## src/design/bbas_pkg.sv

```systemverilog
`timescale 1ns / 1ps
// Shared types, sizing constants and helper functions for the bitmap block allocator store.
// Depends on nothing; every other design file refers to it by scoped names.

package bbas_pkg;

  // Store geometry.
  localparam int unsigned NUM_BLOCKS      = 255;
  localparam int unsigned WORDS_PER_BLOCK = 32;
  localparam int unsigned MEM_DEPTH       = NUM_BLOCKS * WORDS_PER_BLOCK;
  localparam int unsigned ADDR_W          = $clog2(MEM_DEPTH);

  // Request and response field widths.
  localparam int unsigned CMD_W    = 3;
  localparam int unsigned BLK_W    = 8;
  localparam int unsigned WIDX_W   = 5;
  localparam int unsigned DATA_W   = 64;
  localparam int unsigned STATUS_W = 3;

  // The allocation map is kept as chunks of 32 bits, one chunk searched per cycle.
  localparam int unsigned CHUNK_W    = 32;
  localparam int unsigned BIT_W      = $clog2(CHUNK_W);
  localparam int unsigned NUM_CHUNKS = (NUM_BLOCKS + CHUNK_W - 1) / CHUNK_W;
  localparam int unsigned CIDX_W     = (NUM_CHUNKS > 1) ? $clog2(NUM_CHUNKS) : 1;

  typedef enum logic [CMD_W-1:0] {
    CMD_ALLOC   = 3'd0,
    CMD_REQUEST = 3'd1,
    CMD_RELEASE = 3'd2,
    CMD_READ    = 3'd3,
    CMD_WRITE   = 3'd4
  } cmd_e;

  typedef enum logic [STATUS_W-1:0] {
    STAT_OK      = 3'd0,
    STAT_FULL    = 3'd1,
    STAT_RANGE   = 3'd2,
    STAT_TAKEN   = 3'd3,
    STAT_NOT_ALL = 3'd4
  } status_e;

  typedef enum logic [2:0] {
    S_CLEAR,
    S_IDLE,
    S_EXEC,
    S_SCAN,
    S_DONE
  } state_e;

  // Controller to datapath.
  typedef struct packed {
    logic clr_step;
    logic load_req;
    logic exec;
    logic scan;
    logic finish;
  } ctrl_cmd_t;

  // Datapath to controller.
  typedef struct packed {
    logic clr_done;
    logic is_alloc;
    logic scan_done;
    logic out_free;
  } dp_stat_t;

  // Bits of a chunk that map to existing blocks.
  function automatic logic [CHUNK_W-1:0] chunk_mask(input logic [CIDX_W-1:0] c);
    logic [CHUNK_W-1:0] m;
    for (int b = 0; b < CHUNK_W; b++) begin
      m[b] = ((int'(c) * CHUNK_W + b) < NUM_BLOCKS);
    end
    return m;
  endfunction

endpackage

```

## src/design/bbas_ctrl.sv

```systemverilog
`timescale 1ns / 1ps
// Sequencing state machine of the allocator store.
// Uses bbas_pkg for the state enum and the command/status structs.

module bbas_ctrl (
  input  logic                 clk_i,
  input  logic                 rst_ni,
  input  logic                 req_valid_i,
  output logic                 req_ready_o,
  input  bbas_pkg::dp_stat_t   stat_i,
  output bbas_pkg::ctrl_cmd_t  cmd_o
);

  bbas_pkg::state_e state_q, state_d;

  always_ff @(posedge clk_i or negedge rst_ni) begin
    if (!rst_ni) begin
      state_q <= bbas_pkg::S_CLEAR;
    end else begin
      state_q <= state_d;
    end
  end

  always_comb begin
    state_d     = state_q;
    cmd_o       = '0;
    req_ready_o = 1'b0;
    case (state_q)
      bbas_pkg::S_CLEAR: begin
        cmd_o.clr_step = 1'b1;
        if (stat_i.clr_done) begin
          state_d = bbas_pkg::S_IDLE;
        end
      end
      bbas_pkg::S_IDLE: begin
        req_ready_o = 1'b1;
        if (req_valid_i) begin
          cmd_o.load_req = 1'b1;
          state_d        = bbas_pkg::S_EXEC;
        end
      end
      bbas_pkg::S_EXEC: begin
        cmd_o.exec = 1'b1;
        state_d    = stat_i.is_alloc ? bbas_pkg::S_SCAN : bbas_pkg::S_DONE;
      end
      bbas_pkg::S_SCAN: begin
        cmd_o.scan = 1'b1;
        if (stat_i.scan_done) begin
          state_d = bbas_pkg::S_DONE;
        end
      end
      bbas_pkg::S_DONE: begin
        if (stat_i.out_free) begin
          cmd_o.finish = 1'b1;
          state_d      = bbas_pkg::S_IDLE;
        end
      end
      default: begin
        state_d = bbas_pkg::S_IDLE;
      end
    endcase
  end

endmodule

```

## config.mk

```make
export PLATFORM = sky130hd
export DESIGN_NAME = bbas_ctrl
export DESIGN_NICKNAME = d
export VERILOG_FILES = /design/src/design/bbas_pkg.sv /design/src/design/bbas_ctrl.sv
export SDC_FILE = /design/constraint.sdc
export NUM_CORES = 1
export LEC_CHECK = 0
export BUFFER_PORTS_ARGS = -buffer_cell sky130_fd_sc_hd__buf_4
export CORE_AREA = 10 10 47 49
export DETAILED_ROUTE_END_ITERATION = 7
export DIE_AREA = 0 0 57 59
export GPL_TIMING_DRIVEN = 0
export PLACE_DENSITY_LB_ADDON = 0.2
export SLEW_MARGIN = 30
export SYNTH_ARGS = -nofsm -noshare
export SYNTH_HDL_FRONTEND = slang
export SYNTH_SLANG_ARGS = --single-unit
export TNS_END_PERCENT = 5
```

## constraint.sdc

```tcl
create_clock -name clk_i -period 1.7 [get_ports clk_i]
set_input_delay 0.085 -clock clk_i [delete_from_list [all_inputs] [get_ports clk_i]]
set_output_delay 0.085 -clock clk_i [all_outputs]
set_load 0.01 [all_outputs]
```

==> results.md, run 1 <==
* Status: finished clean
* # IOs at 13
* Critical path depth at 4
* Synth unique cells at 20
* Worst hold stages at 4
* Worst clock skew at 0.003430 ns
* Initial Util at 0.1804
* CTS clk-pin slew, worst paths at 0.04 ns
* DR top layer: met4
* Worst path slowest cell: or4_4
* DR iter-0 viols at 1
* EDFF count, synth at 0
* Period utilization at 0.8370
* Met3 WL post-DR at 54 um
* N_diodes at 0
* Largest registers: state_q x3
* Post-synth top cells: 3 x dfrtp_1, 3 x nor2_1, 3 x nor3_1
* Number of flip-flops under the largest register name at 3
* Area leader, netlist: dfrtp_1
* Worst hold slack at 0.1246 ns
* Syn Nets at 36
* Pin count of the biggest net entering global routing at 10
* Wl on met1 at 298 um
* Core region area at 1401 sq um
* Leak Pwr at 0.0001963 uW
* Mapped cell area at 252.7 sq um
* Primary flip-flop cell chosen by synthesis mapping: dfrtp_1
* Setup WS pre-CTS at 0.2740 ns
* WL met2 at 317 um
* Share of the synthesized area in the top cell type at 0.2970
* Post-Syn Area per Cell at 8.715 sq um
* Root buf cell: clkbuf_4
* Critical path data arrival time at 1.58 ns
* Tot GR Track Use at 0.04879
* Top post-synthesis cells by area: dfrtp_1 30%, buf_6 8.9%, mux2i_1 7.9%, nor3_1 5.9%, nand2b_1 5.0%
* Yosys reg bits at 3
* Grt ovf at 0
* Share of layout cells above drive strength 1 at 0.4565
* Register area share after synthesis at 0.2970
* Mapped Cells at 29
* Total CTS buffers at 3
* Relative slew margins at 0.8609
* GP Congestion at 0.6313
* Drt via density at 4.145
* Layout Nets at 54
* Max Cap Violations at 0
* RSZ-0062 raised after global routing: false
* Crit path max-delay family: simple AND/OR/NAND/NOR gates
* Min-delay worst type: primary input to flop
* Final-report hold violation count at 0
* Dpl cell area at 362.8 sq um
* CTS-repair resized insts at 0
* Fmax at 0.7028 GHz
* H-tree depth at 1
* # DRC at 0
* Crit path cell chain: buf_2 > or4_4 > o211ai_2 > mux2i_1
* Worst Tran Pin Value at 0.2069 ns
* ANT nets after route at 0
* Final setup violation count at 0
* Final WL at 694 um
* Crit-path max FO at 9
* Final slew viol count at 0
* Die Area at 3363 sq um
* Number of setup buffers added after CTS at 0
* Vias in the first global route at 281
* Iteration count of the initial detailed-routing pass at 2
* WS Path Type: flop to flop
* Crit path time final at 1.423 ns
* Ys Warns at 0
* CP required at 1.85 ns
* P per Cell Area at 1862 nW/um^2
* Worst Path Buf+Inv at 1
* Layout Area Growth over Synthesis at 57.92%
* Crit path largest cell delay at 0.52 ns
* I/O Buffers at 12
* DR vias at 257
* Setup crit start kind: flop
* Clock Tree Buf Depth at 2
* Biggest register: state_q
* Skew-Pair Late Insertion Delay at 0.23 ns
* Row count at 14
* Die Ht at 59 um
* WL per Instance at 11.19 um
* First-pass GRT wire length at 1207 um
* Asr flop ratio synth at 1.000
* TritonCTS clock tree: yes
* Setup crit end kind: flop
* Overall Power at 743.1 uW
* Post-route cell area at 399.1 sq um
* Die width at 57 um
* Maximum vdd drop at 0.6265 mV
* HPWL Detailed at 543.4 um
* Final worst slack at 0.2772 ns
* Antenna violations before repair at 0
* Clock sinks at 3
* R2R cell count at 4
* Post-route setup TNS at 0 ns
==> where the power goes <==
group          total (uW)  switching [uW]  internal, uW
clock network         126            38.0          88.0
registers             118            10.9           107
logic                 499             255           244
==> per-layer routing <==
layer | global-route usage | vias to the layer above
li1 | - | 135
met1 | 0.04621 | 111
met2 | 0.06512 | 9
met3 | 0.02361 | 2
met4 | 0.07047 | 0
met5 | 0 | -
==> final cells by class <==
type,count,area (sq um)
inverters,2,10.01
well taps,16,20.02
multi-input cells,21,140.1
flip-flops and latches,3,75.07
repair buffers,13,100.1
clock buffers,4,26.28
fillers,166,1002
plain buffers,3,27.53
==> stage by stage <==
step,utilization,std cells
finish,0.2848,62
detailed placement,0.2589,57
global placement,0.2589,57
floorplan,-,29
global route,0.2848,62
CTS,0.2848,62
==> logic make-up (layout without fill, tap and decap cells) <==
kind of cell,Yosys count,after routing,share of synthesized area
buffers and inverters,5,22,0.1485
and+or+nand+nor,14,14,0.3168
AOI/OAI and AO/OA,5,5,0.1584
muxes,2,2,0.07921
DFF,3,3,0.2970
==> worst register-to-register path, stage by stage, from the launching register on <==
cell,delay [ns]
dfrtp_1,0.34
buf_2,0.17
or4_4,0.52
o211ai_2,0.11
mux2i_1,0.21
==> cell usage in the layout, fill, tap and decap left out, drive strengths merged, types with 2 or more instances in the layout <==
cell type  synthesis  routed
buf                3      15
clkbuf             0       4
dfrtp              3       3
inv                2       2
mux2i              2       2
nand2b             2       2
nor2               3       3
nor3               3       3
==> final timing paths <==
path / slack [ns] / from / end
hold reg to reg: 0.59 / state_q[2]$_DFFE_PN0P_ / state_q[1]$_DFFE_PN0P_
setup reg to reg: 0.28 / state_q[1]$_DFFE_PN0P_ / state_q[0]$_DFFE_PN0P_
setup / recovery: 0.28 / state_q[1]$_DFFE_PN0P_ / state_q[0]$_DFFE_PN0P_
min in group asynchronous: 0.18 / rst_ni / state_q[2]$_DFFE_PN0P_
hold / removal: 0.12 / stat_i[1] / state_q[1]$_DFFE_PN0P_
max in group asynchronous: 1.42 / rst_ni / state_q[0]$_DFFE_PN0P_
==> repair_timing <==
action,4_1_cts,5_1_grt
hold buffers,1,0
setup endpoints to repair,0,0
hold endpoints to repair,3,0
(Power assumes the default switching activity.)
==> inputs of run 2 (changes only) <==
==> constraint.sdc (replaced) <==
create_clock -name clk_i -period 1.46 [get_ports clk_i]
set_input_delay 0.073 -clock clk_i [delete_from_list [all_inputs] [get_ports clk_i]]
set_output_delay 0.073 -clock clk_i [all_outputs]
set_load 0.01 [all_outputs]
==> run 2 against run 1 <==
Sequential cell count unchanged. Wire length increased by 5.3%. Via count up 5.4%. Register-to-register slack got worse by 0.20 ns. Die area unchanged. Clock-buffer cell count stayed put. Cell area rose by 8.8%. Sequential share of layout area shrank 1.2 points. Setup slack lost 0.20 ns. Critical path type unchanged. Critical endpoint unchanged.
==> results.md, run 2 (synthesis results as in run 1) <==
* Largest registers: state_q x3
* Antenna violations before repair at 0
* GP Congestion at 0.6313
* CP required at 1.61 ns
* Die Ht at 59 um
* Worst hold stages at 4
* First-pass GRT wire length at 1221 um
* Period utilization at 0.9443
* R2R cell count at 3
* Crit-path max FO at 8
* H-tree depth at 1
* Pin count of the biggest net entering global routing at 10
* Die Area at 3363 sq um
* I/O Buffers at 12
* CTS clk-pin slew, worst paths at 0.04 ns
* DR iter-0 viols at 1
* Maximum vdd drop at 0.7816 mV
* DR vias at 271
* Layout Area Growth over Synthesis at 71.78%
* Final slew viol count at 0
* WL per Instance at 11.25 um
* Initial Util at 0.1804
* Most common cell after layout, fill and taps aside: buf_4
* Crit path time final at 1.379 ns
* Layout Nets at 57
* Worst Tran Pin Value at 0.2745 ns
* Grt ovf at 0
* Fmax at 0.7253 GHz
* Post-layout util at 0.3098
* Worst hold slack at 0.1118 ns
* Final-report hold violation count at 0
* Dpl cell area at 362.8 sq um
* Max Cap Violations at 0
* # IOs at 13
* Status: finished clean
* Root buf cell: clkbuf_4
* Total CTS buffers at 3
* TritonCTS clock tree: yes
* WS Path Type: flop to flop
* Vias in the first global route at 282
* # DRC at 0
* Tot GR Track Use at 0.05009
* Internal power at 580.1 uW
* Core region area at 1401 sq um
* Clock power frac at 0.153
* P per Cell Area at 2213 nW/um^2
* Relative slew margins at 0.8161
* Post-route setup TNS at 0 ns
* Worst clock skew at 0.003445 ns
* Skew-Pair Late Insertion Delay at 0.23 ns
* Share of layout cells above drive strength 1 at 0.5102
* Net Switching at 380.8 uW
* Setup crit end kind: flop
* Final WL at 731 um
* Setup WS pre-CTS at 0.03401 ns
* Clock sinks at 3
* Most frequent cells in the layout: 16 x buf_4, 3 x nor2_1, 3 x nor3_1, 3 x clkbuf_4
* Sw frac at 0.3963
* Sequential Power Share at 0.172
* Iteration count of the initial detailed-routing pass at 2
* Drt via density at 4.169
* Biggest register: state_q
* Number of flip-flops under the largest register name at 3
* Final worst slack at 0.08128 ns
* RSZ-0062 raised after global routing: false
* Post-route cell area at 434.2 sq um
* Comb power frac at 0.675
* N_diodes at 0
* ANT nets after route at 0
* Row count at 14
* Clock Tree Buf Depth at 2
* Leak Pwr at 0.0002072 uW
* HPWL Detailed at 543.4 um
* Setup crit start kind: flop
* Die width at 57 um
* Min-delay worst type: primary input to flop
* Final setup violation count at 0
* Critical path data arrival time at 1.53 ns
[run 2: routing by layer]
layer / wire [um] / track usage / vias up
li1: - / - / 140
met1: 310 / 0.04621 / 120
met2: 344 / 0.06512 / 9
met3: 51 / 0.03004 / 2
met4: 24 / 0.07047 / 0
met5: 0 / 0 / -
[run 2: worst max-delay path: stages (launching register included)]
cell	delay, ns
dfrtp_2	0.45
or4_4	0.54
o211ai_4	0.10
mux2i_1	0.20
[run 2: power groups by stage]
stage | logic, uW | clock network [uW] | registers, uW
finish | 649 | 147 | 165
global route | 711 | 178 | 173
CTS | 595 | 155 | 138
detailed placement | 591 | 0 | 139
global placement | 597 | 0 | 138
floorplan | 405 | 0 | 138
[run 2: final timing paths]
| kind | from | to | slack [ns] |
|---|---|---|---|
| max in group asynchronous | rst_ni | state_q[1]$_DFFE_PN0P_ | 1.18 |
| setup reg to reg | state_q[1]$_DFFE_PN0P_ | state_q[0]$_DFFE_PN0P_ | 0.08 |
| hold / removal | stat_i[1] | state_q[1]$_DFFE_PN0P_ | 0.11 |
| setup / recovery | state_q[1]$_DFFE_PN0P_ | state_q[0]$_DFFE_PN0P_ | 0.08 |
| hold reg to reg | state_q[2]$_DFFE_PN0P_ | state_q[1]$_DFFE_PN0P_ | 0.60 |
| min in group asynchronous | rst_ni | state_q[2]$_DFFE_PN0P_ | 0.17 |
[run 2: final cells by class]
cell class / instances / area, sq um
clock buffers: 4 / 26.28
well taps: 16 / 20.02
flip-flops and latches: 3 / 76.32
multi-input cells: 21 / 148.9
repair buffers: 17 / 130.1
plain buffers: 2 / 22.52
inverters: 2 / 10.01
fillers: 164 / 967.2
[run 2: repair_timing]
item | 4_1_cts | 5_1_grt
setup endpoints to repair | 0 | 1
endpoints found under the hold margin | 3 | 0
resized for setup | 0 | 2
hold buffers | 1 | 0
buffers inserted | 0 | 4
[run 2: per-stage QoR]
step | total power, uW | std cells
final | 961.0 | 65
after global routing | 1063 | 65
after CTS | 888.0 | 62
after detailed placement | 730.3 | 57
after global placement | 735.2 | 57
after floorplan | 542.8 | 29
==> inputs of run 3 (changes only) <==
--- a/config.mk
+++ b/config.mk
@@ -10,6 +10,7 @@
 export DETAILED_ROUTE_END_ITERATION = 7
 export DIE_AREA = 0 0 57 59
 export GPL_TIMING_DRIVEN = 0
+export MAX_ROUTING_LAYER = met4
 export PLACE_DENSITY_LB_ADDON = 0.2
 export SLEW_MARGIN = 30
 export SYNTH_ARGS = -nofsm -noshare
==> run 3 against run 2 <==
Clock skew barely moved. Sequential power barely moved. Core utilization did not move. Wire length rose by 0.82%. Final cell count did not move. Die area did not move.
==> results.md, run 3 (synthesis results as in run 1) <==
* Total CTS buffers at 3
* Antenna violations before repair at 0
* Inst Count DP at 57
* Share of layout cells above drive strength 1 at 0.5102
* GP Congestion at 0.6364
* Vias in the first global route at 282
* Critical path data arrival time at 1.53 ns
* Final-report hold violation count at 0
* Largest registers: state_q x3
* Worst path slowest cell: or4_4
* Leak Pwr at 0.0002072 uW
* Crit-path max FO at 8
* CP required at 1.61 ns
* # IOs at 13
* Clock power frac at 0.153
* Sw frac at 0.3975
* Relative slew margins at 0.8164
* Layout Area Growth over Synthesis at 71.78%
* HPWL Detailed at 543.4 um
* Initial Util at 0.1804
* Setup crit start kind: flop
* Layout Nets at 57
* DR vias at 273
* I/O Buffers at 12
* Final WL at 737 um
* Die Area at 3363 sq um
* H-tree depth at 1
* Pin count of the biggest net entering global routing at 10
* Maximum vdd drop at 0.7889 mV
* Worst clock skew at 0.003490 ns
* TritonCTS clock tree: yes
* Tot GR Track Use at 0.05149
* Crit path cell chain: or4_4 > o211ai_4 > mux2i_1
* Number of flip-flops under the largest register name at 3
* Core region area at 1401 sq um
* Fmax at 0.7253 GHz
* Drt via density at 4.200
* Sequential Power Share at 0.172
* Most frequent cells in the layout: 16 x buf_4, 3 x nor2_1, 3 x nor3_1, 3 x clkbuf_4
* Net Switching at 382.8 uW
* # DRC at 0
* Grt ovf at 0
* DR iter-0 viols at 1
* Min-delay worst type: primary input to flop
* Status: finished clean
* Row count at 14
* Final setup violation count at 0
* Die width at 57 um
* Internal power at 580.2 uW
* Die Ht at 59 um
* Overall Power at 963.0 uW
* Worst Tran Pin Value at 0.2740 ns
* Clock sinks at 3
* Iteration count of the initial detailed-routing pass at 2
* Skew-Pair Late Insertion Delay at 0.23 ns
* Period utilization at 0.9444
* WS Path Type: flop to flop
* Finished Layout Cells at 65
* First-pass GRT wire length at 1221 um
* CTS clk-pin slew, worst paths at 0.04 ns
* Final slew viol count at 0
* Root buf cell: clkbuf_4
* Crit path largest cell delay at 0.54 ns
* N_diodes at 0
* Comb power frac at 0.676
* Crit path time final at 1.379 ns
* P per Cell Area at 2218 nW/um^2
* Clock Tree Buf Depth at 2
* WL per Instance at 11.34 um
* Most common cell after layout, fill and taps aside: buf_4
* Post-route setup TNS at 0 ns
* ANT nets after route at 0
* Max Cap Violations at 0
* Biggest register: state_q
* Setup crit end kind: flop
* RSZ-0062 raised after global routing: false
[run 3: cell counts in the layout (fill, tap and decap cells not counted)]
Identical to the previous run, type by type.
[run 3: metrics by stage]
step / utilization / instance area, sq um / worst slack [ns] / hold slack (ns)
floorplan: - / 252.7 / 0.1017 / -0.2226
global placement: 0.2589 / 362.8 / 0.03023 / -0.1347
detailed placement: 0.2589 / 362.8 / 0.03401 / -0.1365
CTS: 0.2848 / 399.1 / 0.02201 / 0.1079
global route: 0.3098 / 434.2 / 0.001670 / 0.1138
finish: 0.3098 / 434.2 / 0.08123 / 0.1119
[run 3: what timing repair did]
item                       CTS  global route
hold endpoints to repair     3             0
resized for setup            0             2
hold buffers                 1             0
buffers inserted             0             4
setup endpoints to repair    0             1
[run 3: final timing paths]
| kind | startpoint | endpoint | slack (ns) | cells after the start |
|---|---|---|---|---|
| setup / recovery | state_q[1]$_DFFE_PN0P_ | state_q[0]$_DFFE_PN0P_ | 0.08 | 3 |
| hold / removal | stat_i[1] | state_q[1]$_DFFE_PN0P_ | 0.11 | 4 |
| setup reg to reg | state_q[1]$_DFFE_PN0P_ | state_q[0]$_DFFE_PN0P_ | 0.08 | 3 |
| hold reg to reg | state_q[2]$_DFFE_PN0P_ | state_q[1]$_DFFE_PN0P_ | 0.60 | 2 |
| max in group asynchronous | rst_ni | state_q[1]$_DFFE_PN0P_ | 1.18 | 2 |
| min in group asynchronous | rst_ni | state_q[2]$_DFFE_PN0P_ | 0.17 | 2 |
[run 3: area by class of cell]
cell class | count | area (sq um)
fill | 164 | 967.2
multi-input combinational | 21 | 148.9
sequential | 3 | 76.32
buffer | 2 | 22.52
timing repair buffer | 17 | 130.1
tap | 16 | 20.02
clock buffer | 4 | 26.28
inverter | 2 | 10.01
[run 3: per-layer routing]
layer  up-vias  GRT usage  share of wire
met3         2    0.02146          0.037
met4         0    0.07047         0.0027
met1       121    0.05095           0.46
li1        141          -              -
met5         -          -              0
met2         9    0.06512           0.50
[run 3: power groups by stage]
stage / Combinational (uW) / Clock, uW / Sequential, uW
floorplan: 405 / 0 / 138
global placement: 597 / 0 / 138
detailed placement: 591 / 0 / 139
CTS: 595 / 155 / 138
global route: 711 / 178 / 173
finish: 651 / 147 / 165
[run 3: critical path: cells and delay by family, from the launching register on]
family	cells	cell delay, ns
muxes	1	0.20
and+or+nand+nor	1	0.54
AOI/OAI and AO/OA	1	0.10
DFF	1	0.45
